--- config.mk ---
export PLATFORM = sky130hd
export DESIGN_NAME = fba_div
export DESIGN_NICKNAME = d
export VERILOG_FILES = /design/src/hdl/fba_pkg.sv /design/src/hdl/fba_div.sv
export SDC_FILE = /design/constraint.sdc
export NUM_CORES = 1
export LEC_CHECK = 0
export BUFFER_PORTS_ARGS = -buffer_cell sky130_fd_sc_hd__buf_2
export CELL_PAD_IN_SITES_DETAIL_PLACEMENT = 1
export CELL_PAD_IN_SITES_GLOBAL_PLACEMENT = 1
export CORE_UTILIZATION = 43
export CTS_CLUSTER_DIAMETER = 100
export CTS_CLUSTER_SIZE = 20
export DETAILED_ROUTE_END_ITERATION = 8
export MAX_ROUTING_LAYER = met4
export PLACE_DENSITY = 0.95
export SLEW_MARGIN = 20
export SYNTH_ARGS = -nofsm -noshare
export SYNTH_HDL_FRONTEND = slang
export SYNTH_SLANG_ARGS = --single-unit
--- constraint.sdc ---
create_clock -name clk -period 4 [get_ports clk]
set_input_delay 0.8 -clock clk [delete_from_list [all_inputs] [get_ports clk]]
set_output_delay 0.8 -clock clk [all_outputs]
set_load 0.1 [all_outputs]
--- src/hdl/fba_pkg.sv ---
// Shared types, codes and fixed widths of the file block allocator.
// No dependencies; every other file of the block refers to it by scoped names.

package fba_pkg;

	// default sizes for the top-level parameters
	localparam int DEF_MAX_NODES       = 64;
	localparam int DEF_MAX_BLOCKS      = 1024;
	localparam int DEF_DIRECT_LINKS    = 8;
	localparam int DEF_MAX_BLOCK_BYTES = 256;

	// fixed widths of the item fields
	localparam int OP_W     = 3;
	localparam int NODE_W   = 6;
	localparam int ATTR_W   = 16;
	localparam int SIZE_W   = 12;
	localparam int BYTE_W   = 8;
	localparam int STAT_W   = 3;
	localparam int TDATA_W  = 48;
	localparam int CFG_IX_W = 2;
	localparam int CFG_D_W  = 11;

	// divider: dividend holds a size plus one
	localparam int DIV_W  = SIZE_W + 1;
	localparam int DIV_CW = 4;

	// bitmap word
	localparam int BMW = 32;
	localparam int BMB = 5;

	localparam logic [OP_W-1:0] OP_RESERVE = 3'd0;
	localparam logic [OP_W-1:0] OP_RELEASE = 3'd1;
	localparam logic [OP_W-1:0] OP_SET     = 3'd2;
	localparam logic [OP_W-1:0] OP_WRITE   = 3'd3;
	localparam logic [OP_W-1:0] OP_READ    = 3'd4;
	localparam logic [OP_W-1:0] OP_QUERY   = 3'd5;

	localparam logic [STAT_W-1:0] ST_OK       = 3'd0;
	localparam logic [STAT_W-1:0] ST_BAD_NODE = 3'd1;
	localparam logic [STAT_W-1:0] ST_RANGE    = 3'd2;
	localparam logic [STAT_W-1:0] ST_NO_BLOCK = 3'd3;
	localparam logic [STAT_W-1:0] ST_NO_NODE  = 3'd4;

	localparam logic [CFG_IX_W-1:0] CFG_BLOCK_SIZE  = 2'd0;
	localparam logic [CFG_IX_W-1:0] CFG_BLOCK_COUNT = 2'd1;
	localparam logic [CFG_IX_W-1:0] CFG_NODE_COUNT  = 2'd2;

	typedef struct packed {
		logic grab;
		logic free;
	} bm_cmd_t;

	typedef struct packed {
		logic ready;
		logic done;
		logic ok;
	} bm_rsp_t;

endpackage

--- src/hdl/fba_div.sv ---
// Iterative restoring divider, one quotient bit per cycle.
// Depends on fba_pkg for the dividend width.

module fba_div #(
	parameter int SW = 9
) (
	input  logic                       clk,
	input  logic                       arst_n,
	input  logic                       start,
	input  logic [fba_pkg::DIV_W-1:0]  dividend,
	input  logic [SW-1:0]              divisor,
	output logic                       done,
	output logic [fba_pkg::DIV_W-1:0]  quot,
	output logic [SW-1:0]              rem
);

	logic                       busy_q;
	logic [fba_pkg::DIV_CW-1:0] cnt_q;
	logic [fba_pkg::DIV_W-1:0]  quot_q;
	logic [SW-1:0]              rem_q;
	logic [SW:0]                rsh;
	logic [SW:0]                diff;
	logic                       ge;

	always_comb begin
		rsh  = {rem_q, quot_q[fba_pkg::DIV_W-1]};
		ge   = rsh >= {1'b0, divisor};
		diff = rsh - {1'b0, divisor};
	end

	assign done = busy_q && (cnt_q == '0);
	assign quot = quot_q;
	assign rem  = rem_q;

	always_ff @(posedge clk or negedge arst_n) begin
		if (!arst_n) begin
			busy_q <= 1'b0;
			cnt_q  <= '0;
			quot_q <= '0;
			rem_q  <= '0;
		end else if (start) begin
			busy_q <= 1'b1;
			cnt_q  <= fba_pkg::DIV_CW'(fba_pkg::DIV_W);
			quot_q <= dividend;
			rem_q  <= '0;
		end else if (busy_q) begin
			if (cnt_q == '0) begin
				busy_q <= 1'b0;
			end else begin
				cnt_q  <= cnt_q - 1'b1;
				quot_q <= {quot_q[fba_pkg::DIV_W-2:0], ge};
				rem_q  <= ge ? diff[SW-1:0] : rsh[SW-1:0];
			end
		end
	end

endmodule

==> key figures <==
Worst setup path
  – R2R Path End: rem[6]$_DFFE_PN0P_
  – Kind of critical path: input port to register
  – Worst R2R Start: quot[12]$_DFFE_PN0P_
  – Worst R2R Path Depth: 8
  – CP startpoint kind: input port
  – Worst reg-to-reg setup slack: around 1.4 ns
  – Worst endpoint data arrival time: a little under 3 ns
  – Crit path capture type: register
  – Crit Path Max Fanout: 9
  – Req. time, crit path: 4.17 ns

Min path
  – Class of the worst hold path: input port to asynchronous set/reset pin

Power
  – Combinational power share: 62.0%
  – Sw frac: 56.3%
  – Seq pwr share: 27.0%
  – P_leak: 0.00112 uW
  – Maximum vdd ir drop: 0.000367 V
  – Net switching power: slightly below 800 uW
  – Cell Int Power: 614 uW
  – Total power: 1410 uW
  – Pwr Density: 640 nW/um^2
  – Clk pwr share: between 10% and 20%

Clock network
  – CTS buffer count: 3
  – Post-CTS Hold Buffers: 0
  – Number of setup buffers added after CTS: 0
  – Root Driver: clkbuf_8
  – CTS sink count: 27
  – CTS tree: done
  – Clk slew on worst S/H paths: 0.09 ns
  – CTS Buffer Depth: 2
  – Post-CTS sizing: 0
  – H-tree depth: 1
  – Worst-Skew Late Latency: about 0.27 ns

Final layout
  – Synth-to-Final Area Change: 15.6%
  – FILL cells: ~500
  – Post-layout net count: 283
  – Post-route cell area: roughly 2200 um^2
  – Final core utilization: 53.4%
  – Share of cells above drive strength 1: 26.8%

Placed design
  – Placement Cell Area: 2150 um^2
  – Routability congestion estimate: between 0.8 and 0.9
  – DP HPWL: 3750 um
  – Number of port buffers: 47

Synth
  – Mapped Area: approximately 1900 um^2
  – Area leader, netlist: dfrtp_1
  – Post-synth EDFFs: 0
  – Syn nets: between 200 and 250
  – Warnings, synthesis: 0
  – Distinct cells, synth: 50
  – Ys async rst share: 100%
  – Yosys top cell area share: 35.5%
  – Top cells by area, synth: dfrtp_1 36%, mux2i_1 6.8%, ha_1 6.6%
  – Post-synthesis adder-cell area fraction: 7.64%
  – Post-synthesis simple-gate area fraction: between 10% and 20%
  – Largest family of logic cells by synthesized area: compound AO/OA/AOI/OAI gates
  – Sequential share of the synthesized area: 35.5%
  – Post-synthesis register bit count: 27
  – Synth Area in Compound Gates: 24.7%
  – Post-synthesis mux area share: under 10%
  – Mean Syn Cell Area: 9.23 um^2
  – Synthesized instance count: 206
  – Primary FF master, synth: dfrtp_1
  – Area share of xor/xnor cells in the synthesized design: 2.30%

Timing
  – Final setup vio count: 0
  – Max-slew violation count: 0
  – Worst Tran Pin Value: 0.694 ns
  – Max Clock Skew: 0.00605 ns
  – Final period utilization: 68.6%
  – Final worst path period need: approximately 2.7 ns
  – Max_slew headroom: 53.7%
  – Hold Vio Cnt, Final: 0
  – RSZ-0062 raised after global routing: no
  – Highest clock rate: 364 MHz
  – Post-route setup TNS: 0 ns

Floorplanning
  – Die ar.: 4690 um^2
  – Die Wd: between 60 and 70 um
  – Io pins: 48
  – CORE AREA: 4120 um^2
  – Row cnt: 23
  – Starting density of the core: 46.2%
  – Die H: 68.5 um

Detailed routing
  – Vias: between 1.5k and 2k
  – DR vias/cell: 5.78
  – Initial DRC Count: 156
  – Final wirelength: between 4000 and 5000 um
  – Drt drc: 0
  – Detail Route Antenna Nets: 0
  – Drt pass-1 iters: 4
  – Wire per inst: between 15 and 20 um

GRT
  – Number of global-route vias before repair: 1663
  – Initial antenna violation count: 0
  – Largest net degree at the start of global routing: 43
  – First-pass GRT wire length: approximately 7900 um
  – GRT Resource Usage Total: 23.2%
  – Overflow after GRT: 0

Outcome
  – Status: complete, no violations

Run
  – Max-Cap Viols: 0
layer usage:
metal / vias to the layer above / wire (um) / GRT usage, %
met4: 0 / 76 / 7.03
met1: 832 / 2160 / 29.7
met5: - / 0 / -
li1: 834 / - / -
met3: 10 / 142 / 4.33
met2: 41 / 2510 / 36.8
cell families (layout without fill, tap and decap cells):
logic type | count (synthesis) | in the layout
AO/OA/AOI/OAI | 59 | 59
flip-flops | 27 | 27
XOR/XNOR | 5 | 5
AND/OR/NAND/NOR | 64 | 64
adder cells (fa/ha/maj) | 11 | 11
buffers and inverters | 27 | 67
multiplexers | 13 | 13
other | 0 | 1
area by class of cell:
type	instances	area [um^2]	share of cell area (%)
Clock buffer	3	41.3	1.88
Timing Repair Buffer	48	243	11.0
Multi-Input combinational cell	152	1110	50.6
Antenna cell	1	2.50	0.114
Tap cell	50	62.6	2.85
Inverter	15	56.3	2.56
Clock inverter	1	5.00	0.228
Sequential cell	27	676	30.8
power by group through the flow:
stage | registers (uW) | logic, uW | clock network [uW]
floorplan | 708 | 384 | 0
global placement | 381 | 846 | 0
detailed placement | 385 | 871 | 0
CTS | 380 | 873 | 159
global route | 385 | 934 | 167
finish | 380 | 872 | 155
worst max path at each step:
stage               slack (ns)                 start  cells past startpoint                  to
global route              1.19            divisor[0]                      8  rem[6]$_DFFE_PN0P_
detailed placement        0.98            divisor[0]                      8  rem[6]$_DFFE_PN0P_
CTS                       1.25            divisor[0]                      8  rem[6]$_DFFE_PN0P_
floorplan                 0.76  cnt_q[0]$_DFFE_PN0P_                      4                done
finish                    1.26            divisor[0]                      8  rem[6]$_DFFE_PN0P_
global placement          1.14            divisor[0]                      8  rem[1]$_DFFE_PN0P_
critical path, cell delays in order:
cell	delay, ns
buf_2	0.10
ha_1	0.21
fa_1	0.42
nand2b_2	0.23
a211oi_4	0.37
o2111a_4	0.35
o211ai_1	0.14
a311oi_2	0.29
state kept, by name, indices dropped and copies added, names as in the netlist:
signal / count
rem: 9
cnt_q: 4
quot: 13
busy_q: 1
cell usage after synthesis (3+ instances only):
| master | number |
|---|---|
| dfrtp_1 | 27 |
| nand2_1 | 20 |
| inv_1 | 14 |
| nor2_1 | 14 |
| mux2i_1 | 13 |
| o21ai_0 | 13 |
| nand3_1 | 11 |
| ha_1 | 10 |
| a21oi_1 | 9 |
| o21ai_1 | 7 |
| a311oi_1 | 4 |
| buf_2 | 4 |
| clkbuf_1 | 4 |
| a311oi_2 | 3 |
| nand2b_1 | 3 |
| nor3_1 | 3 |
| xnor2_1 | 3 |
layout by cell type, fill, tap and decap left out, types with 2 or more instances in the layout:
| master | netlist | routed |
|---|---|---|
| buf_2 | 4 | 47 |
| dfrtp_1 | 27 | 27 |
| nand2_1 | 20 | 20 |
| inv_1 | 14 | 14 |
| nor2_1 | 14 | 14 |
| mux2i_1 | 13 | 13 |
| o21ai_0 | 13 | 13 |
| nand3_1 | 11 | 11 |
| ha_1 | 10 | 10 |
| a21oi_1 | 9 | 9 |
| o21ai_1 | 7 | 7 |
| a311oi_1 | 4 | 4 |
| nand2b_1 | 3 | 3 |
| xnor2_1 | 3 | 3 |
| a311oi_2 | 3 | 3 |
| nor3_1 | 3 | 3 |
| clkbuf_8 | 0 | 3 |
| o31a_1 | 2 | 2 |
| a21o_1 | 2 | 2 |
| a211o_1 | 2 | 2 |
| a211oi_1 | 2 | 2 |
| o211ai_1 | 2 | 2 |
| a2111oi_0 | 2 | 2 |
| nor3b_1 | 2 | 2 |
| a31oi_1 | 2 | 2 |
| xor2_1 | 2 | 2 |
metrics by stage:
step	hold WS, ns	setup WS, ns	std cells
detailed placement	0.550	0.984	292
global placement	0.535	1.14	292
floorplan	0.504	0.762	206
global route	0.565	1.19	296
CTS	0.546	1.25	296
finish	0.533	1.26	297
Power figures use the tool's default switching activity.
