<file path="config.mk">
export PLATFORM = sky130hd
export DESIGN_NAME = fba_bitmap
export DESIGN_NICKNAME = d
export VERILOG_FILES = /design/src/hdl/fba_pkg.sv /design/src/hdl/fba_bitmap.sv
export SDC_FILE = /design/constraint.sdc
export NUM_CORES = 1
export LEC_CHECK = 0
export ABC_CLOCK_PERIOD_IN_PS = 6400
export BUFFER_PORTS_ARGS = -buffer_cell sky130_fd_sc_hd__buf_2
export CAP_MARGIN = 5
export CELL_PAD_IN_SITES_DETAIL_PLACEMENT = 1
export CELL_PAD_IN_SITES_GLOBAL_PLACEMENT = 1
export CORE_ASPECT_RATIO = 0.9
export CORE_MARGIN = 1
export CORE_UTILIZATION = 30
export CTS_BUF_LIST = sky130_fd_sc_hd__clkbuf_16
export CTS_CLUSTER_DIAMETER = 40
export DETAILED_ROUTE_END_ITERATION = 12
export PLACE_DENSITY_LB_ADDON = 0.1
export SLEW_MARGIN = 10
export SYNTH_ARGS = -nofsm -noshare
export SYNTH_HDL_FRONTEND = slang
export SYNTH_SLANG_ARGS = --single-unit
</file>
<file path="constraint.sdc">
create_clock -name clk -period 6.4 [get_ports clk]
set_clock_uncertainty 0.1 [all_clocks]
set_input_delay 0.32 -clock clk [delete_from_list [all_inputs] [get_ports clk]]
set_output_delay 0.32 -clock clk [all_outputs]
set_load 0.01 [all_outputs]
</file>
<file path="src/hdl/fba_pkg.sv">
// Shared types, codes and fixed widths of the file block allocator.
// No dependencies; every other file of the block refers to it by scoped names.

package fba_pkg;

	// default sizes for the top-level parameters
	localparam int DEF_MAX_NODES       = 64;
	localparam int DEF_MAX_BLOCKS      = 1024;
	localparam int DEF_DIRECT_LINKS    = 8;
	localparam int DEF_MAX_BLOCK_BYTES = 256;

	// fixed widths of the item fields
	localparam int OP_W     = 3;
	localparam int NODE_W   = 6;
	localparam int ATTR_W   = 16;
	localparam int SIZE_W   = 12;
	localparam int BYTE_W   = 8;
	localparam int STAT_W   = 3;
	localparam int TDATA_W  = 48;
	localparam int CFG_IX_W = 2;
	localparam int CFG_D_W  = 11;

	// divider: dividend holds a size plus one
	localparam int DIV_W  = SIZE_W + 1;
	localparam int DIV_CW = 4;

	// bitmap word
	localparam int BMW = 32;
	localparam int BMB = 5;

	localparam logic [OP_W-1:0] OP_RESERVE = 3'd0;
	localparam logic [OP_W-1:0] OP_RELEASE = 3'd1;
	localparam logic [OP_W-1:0] OP_SET     = 3'd2;
	localparam logic [OP_W-1:0] OP_WRITE   = 3'd3;
	localparam logic [OP_W-1:0] OP_READ    = 3'd4;
	localparam logic [OP_W-1:0] OP_QUERY   = 3'd5;

	localparam logic [STAT_W-1:0] ST_OK       = 3'd0;
	localparam logic [STAT_W-1:0] ST_BAD_NODE = 3'd1;
	localparam logic [STAT_W-1:0] ST_RANGE    = 3'd2;
	localparam logic [STAT_W-1:0] ST_NO_BLOCK = 3'd3;
	localparam logic [STAT_W-1:0] ST_NO_NODE  = 3'd4;

	localparam logic [CFG_IX_W-1:0] CFG_BLOCK_SIZE  = 2'd0;
	localparam logic [CFG_IX_W-1:0] CFG_BLOCK_COUNT = 2'd1;
	localparam logic [CFG_IX_W-1:0] CFG_NODE_COUNT  = 2'd2;

	typedef struct packed {
		logic grab;
		logic free;
	} bm_cmd_t;

	typedef struct packed {
		logic ready;
		logic done;
		logic ok;
	} bm_rsp_t;

endpackage

</file>
<file path="src/hdl/fba_bitmap.sv">
// First-free block bitmap held in a word-wide memory, with grab and free commands.
// Depends on fba_pkg for the command and response structs and the word width.

module fba_bitmap #(
	parameter int MAX_BLOCKS = fba_pkg::DEF_MAX_BLOCKS,
	parameter int BW         = $clog2(MAX_BLOCKS + 1)
) (
	input  logic             clk,
	input  logic             arst_n,
	input  fba_pkg::bm_cmd_t cmd,
	input  logic [BW-1:0]    free_idx,
	input  logic [BW-1:0]    eff_blocks,
	output fba_pkg::bm_rsp_t rsp,
	output logic [BW-1:0]    grab_idx
);

	localparam int NR  = (MAX_BLOCKS + fba_pkg::BMW - 1) / fba_pkg::BMW;
	localparam int RIW = (NR > 1) ? $clog2(NR) : 1;

	typedef enum logic [5:0] {
		B_CLR  = 6'b000001,
		B_IDLE = 6'b000010,
		B_GRD  = 6'b000100,
		B_GCHK = 6'b001000,
		B_FRD  = 6'b010000,
		B_FWR  = 6'b100000
	} bm_state_t;

	bm_state_t                 state_q;
	logic [RIW-1:0]            row_q;
	logic [fba_pkg::BMB-1:0]   fbit_q;
	logic [fba_pkg::BMW-1:0]   mem [NR];
	logic [fba_pkg::BMW-1:0]   rdata_q;
	logic                      we;
	logic [fba_pkg::BMW-1:0]   wdata;
	logic [fba_pkg::BMW-1:0]   avail;
	logic [fba_pkg::BMB-1:0]   first;
	logic                      any;
	logic                      last_row;
	logic [31:0]               fidx;

	always_ff @(posedge clk) begin
		if (we) begin
			mem[row_q] <= wdata;
		end
		rdata_q <= mem[row_q];
	end

	// free bits of the row that lie below the configured block count
	always_comb begin
		avail = '0;
		for (int j = 0; j < fba_pkg::BMW; j++) begin
			avail[j] = !rdata_q[j]
				&& ((32'(row_q) * 32'(fba_pkg::BMW) + 32'(j)) < 32'(eff_blocks));
		end
		first = '0;
		for (int j = fba_pkg::BMW - 1; j >= 0; j--) begin
			if (avail[j]) begin
				first = fba_pkg::BMB'(j);
			end
		end
		any = |avail;
		last_row = (32'(row_q) == 32'(NR - 1))
			|| ((32'(row_q) + 32'd1) * 32'(fba_pkg::BMW) >= 32'(eff_blocks));
		fidx = 32'(free_idx);
	end

	always_comb begin
		we    = 1'b0;
		wdata = '0;
		case (state_q)
			B_CLR: begin
				we = 1'b1;
			end
			B_GCHK: begin
				we    = any;
				wdata = rdata_q | (fba_pkg::BMW'(1) << first);
			end
			B_FWR: begin
				we    = 1'b1;
				wdata = rdata_q & ~(fba_pkg::BMW'(1) << fbit_q);
			end
			default: begin
				we = 1'b0;
			end
		endcase
	end

	assign rsp.ready = (state_q != B_CLR);
	assign rsp.done  = ((state_q == B_GCHK) && (any || last_row)) || (state_q == B_FWR);
	assign rsp.ok    = (state_q == B_GCHK) && any;
	assign grab_idx  = BW'(32'(row_q) * 32'(fba_pkg::BMW) + 32'(first));

	always_ff @(posedge clk or negedge arst_n) begin
		if (!arst_n) begin
			state_q <= B_CLR;
			row_q   <= '0;
			fbit_q  <= '0;
		end else begin
			case (state_q)
				B_CLR: begin
					if (32'(row_q) == 32'(NR - 1)) begin
						state_q <= B_IDLE;
					end else begin
						row_q <= row_q + 1'b1;
					end
				end
				B_IDLE: begin
					if (cmd.grab) begin
						row_q   <= '0;
						state_q <= B_GRD;
					end else if (cmd.free) begin
						row_q   <= RIW'(fidx >> fba_pkg::BMB);
						fbit_q  <= fidx[fba_pkg::BMB-1:0];
						state_q <= B_FRD;
					end
				end
				B_GRD: begin
					state_q <= B_GCHK;
				end
				B_GCHK: begin
					if (any || last_row) begin
						state_q <= B_IDLE;
					end else begin
						row_q   <= row_q + 1'b1;
						state_q <= B_GRD;
					end
				end
				B_FRD: begin
					state_q <= B_FWR;
				end
				B_FWR: begin
					state_q <= B_IDLE;
				end
				default: begin
					state_q <= B_IDLE;
				end
			endcase
		end
	end

endmodule

</file>
==> results by group <==
Route
  – Total Routed Length: 136000 µm
  – Antenna Nets Post-Route: 0
  – First-pass detailed-route iteration total: 9
  – Vias: 22.4k
  – Post-DR wirelength/cell: 32.3 µm
  – DRC viols: 18
  – DR vias/cell: 5.31
  – Initial DRC Count: 2154

Placement
  – Dpl hpwl: 78700 µm
  – RePlAce Congestion: 0.852
  – Port Buf Inserts: 37
  – Area after DPL: 45200 µm²

Global route
  – Largest net degree at the start of global routing: 94
  – Initial antenna violation count: 7
  – Global-route met3 utilization: 3.98%
  – Global Route met2 Usage: 29.5%
  – Global Route Usage Sum: 19.4%
  – Grt peak-use layer: met2
  – First-pass GRT wire length: 190000 µm
  – Met1 Usage GRT: 28.5%
  – Congestion Overflow GR: 0
  – Number of global-route vias before repair: 23.6k

Die
  – Row count: 129
  – Die area: 142000 µm²
  – I/O pins: 40
  – Placeable Area: 138000 µm²
  – Initial Util: 30.4%
  – Die width: 396 µm
  – Chip Height: 357 µm

Yosys
  – Yosys reg bits: 1072
  – Library cells used by synthesis: 72
  – Cell taking the most area after synthesis: edfxtp_1
  – EDFF count, synth: 1024
  – Syn_nets: 2103
  – Top-count cell post-synth: edfxtp_1
  – Top_reg_cell synth: edfxtp_1
  – Async SR Flop Fraction: 1.49%
  – Top cells by count, synth: edfxtp_1 (1024), mux4_2 (256), a22oi_1 (131)
  – Sequential fraction of the synthesis area: 75.7%
  – Area fraction of the dominant cell type after synthesis: 73.2%
  – Syn Inst Count: 2060
  – Top post-synthesis cells by area: edfxtp_1 (73%), mux4_2 (14%), a22oi_1 (2.3%)
  – Synth warnings: 0
  – Mapped Area: 42000 µm²
  – Syn_area_per_cell: 20.4 µm²

Layout
  – Filler Cells Inserted: 13.4k
  – Layout cells sized above 1: 30.4%
  – Core Util, Final: 36.9%
  – Final #Nets: 2296
  – P&R area growth vs syn: 21.5%
  – Design area: 51000 µm²

STA
  – Worst Max-Slew Pin Slew: 1250 ps
  – Final count of hold timing violations: 0
  – Final setup violation count: 0
  – Fin crit share: 85.0%
  – Worst relative slew slack: 16.8%
  – Fmax: 184 MHz
  – Final Max Slew Viols: 0
  – Setup_tns: 0 ps
  – Unrepaired setup endpoints after global routing: no
  – Final period demand of the worst path: 5440 ps

Power
  – VDD IR max: 0.000266 V
  – Tot Pwr: 22.5 mW
  – Pwr Density: 441 nW/µm²
  – Static leakage: 16.1 nW

Clocking
  – CTS tree: done
  – CTS Sinks: 1072
  – Postcts setup bufs: 0
  – Clock root buffer: clkbuf_16
  – Clk buf depth: 3
  – H-tree depth: 4
  – CTS clk-pin slew, worst paths: 50 ps
  – Worst-Skew Late Latency: 780 ps
  – CTS Buf Count: 161
  – Number of cells upsized or downsized after cts: 0

Outcome
  – Violated checks: design-rule violations
  – Status: finished, violations left

Flow run
  – MaxCap Viol Count: 0

Setup path
  – CP Class: reg -> reg
  – Setup crit end kind: flop
  – Critical Path Fanout Max: 23
  – Crit start category: flop
  – Worst Reg-to-Reg Cells: 10
  – Worst EP required: 6680 ps
  – CP arrival: 5720 ps

Min path
  – Min-Delay Path Class: in -> reg
  – Worst Hold Depth: 6
==> sequential cells by signal, summed over array words and instances, names as in the netlist <==
register / cells
state_q: 6
rdata_q: 32
mem: 1024
fbit_q: 5
row_q: 5
==> cell type report <==
type                    count  area [µm²]  area share, %
flip-flops and latches   1072       31800           62.3
multi-input cells         843        9920           19.4
clock buffers             164        4100           8.04
well taps                1834        2290           4.50
clock inverters           134        1560           3.05
repair buffers            154        1260           2.47
inverters                  21        78.8          0.154
diodes                      3        7.51         0.0147
==> worst max-delay path, cell delays in order, from the launching register on <==
cell and delay [ps]:
dfrtp_4 720, ha_1 400, a21oi_1 210, o32a_1 520
nand2_1 270, a31oi_1 520, nor4_4 150, o211ai_1 360
nand2_1 470, nor2_4 530, buf_4 730
==> kinds of logic (layout without fill, tap and decap cells) <==
logic type      count (synthesis)  count (layout)  share of synthesized area, %
mux                           260             260                          13.8
buf+inv                       145             473                          1.35
xor+xnor                        2               2                        0.0417
simple gates                  263             263                          3.25
compound gates                300             300                          5.32
fa+ha+maj                      17              17                         0.506
other cells                     1               4                       0.00893
flops                        1072            1072                          75.7
==> layout by cell type (no fill, tap or decap), drive strengths merged, types with 4 or more instances in the layout <==
master	netlist	final
a211oi	4	4
a21o	5	5
a21oi	16	16
a22oi	131	131
a31o	5	5
a31oi	34	34
a32o	33	33
and3	8	8
and3b	4	4
buf	33	135
bufinv	0	28
clkbuf	91	164
clkinv	1	59
clkinvlp	0	15
dfrtp	15	15
dfxtp	32	32
dlygate4sd3	0	19
edfxtp	1024	1024
ha	17	17
inv	20	53
mux4	256	256
nand2	48	48
nand2b	5	5
nand3	7	7
nand3b	9	9
nand4	33	33
nor2	101	101
nor2b	4	4
nor3	8	8
nor3b	6	6
nor4	6	6
o211ai	4	4
o21ai	43	43
o22ai	4	4
or2	4	4
or3	4	4
or3b	4	4
==> metal layers <==
metal / part of all wire (%) / wire length, µm / vias to the layer above
met1: 47 / 64800 / 12500
li1: - / - / 9190
met5: 0 / 0 / -
met2: 45 / 61900 / 607
met3: 5.3 / 7170 / 174
met4: 1.9 / 2600 / 0
==> worst paths after layout <==
path	startpoint	endpoint	slack, ps
setup / recovery	row_q[1]	mem[18][5]	960
hold / removal	eff_blocks[10]	state_q[2]	160
setup reg to reg	row_q[1]	mem[18][5]	960
hold reg to reg	state_q[3]	state_q[3]	430
max in group asynchronous	arst_n	row_q[1]	4230
min in group asynchronous	arst_n	state_q[2]	480
==> through the flow <==
| step | hold WS [ps] | worst slack (ps) | std cells |
|---|---|---|---|
| global route | 201 | 689 | 4222 |
| global placement | 177 | 923 | 3905 |
| detailed placement | 182 | 866 | 3905 |
| finish | 164 | 961 | 4225 |
| floorplan | -75.6 | 549 | 2060 |
| CTS | 116 | 961 | 4222 |
==> where the power goes <==
group          switching [mW]  internal (mW)
registers               0.308           7.94
logic                    3.05           2.04
clock network            3.35           5.83
total                    6.71           15.8
==> what timing repair did <==
item	4_1_cts	5_1_grt
endpoints found under the hold margin	28	0
hold buffers	19	0
setup endpoints to repair	0	0
Power figures use the tool's default switching activity.
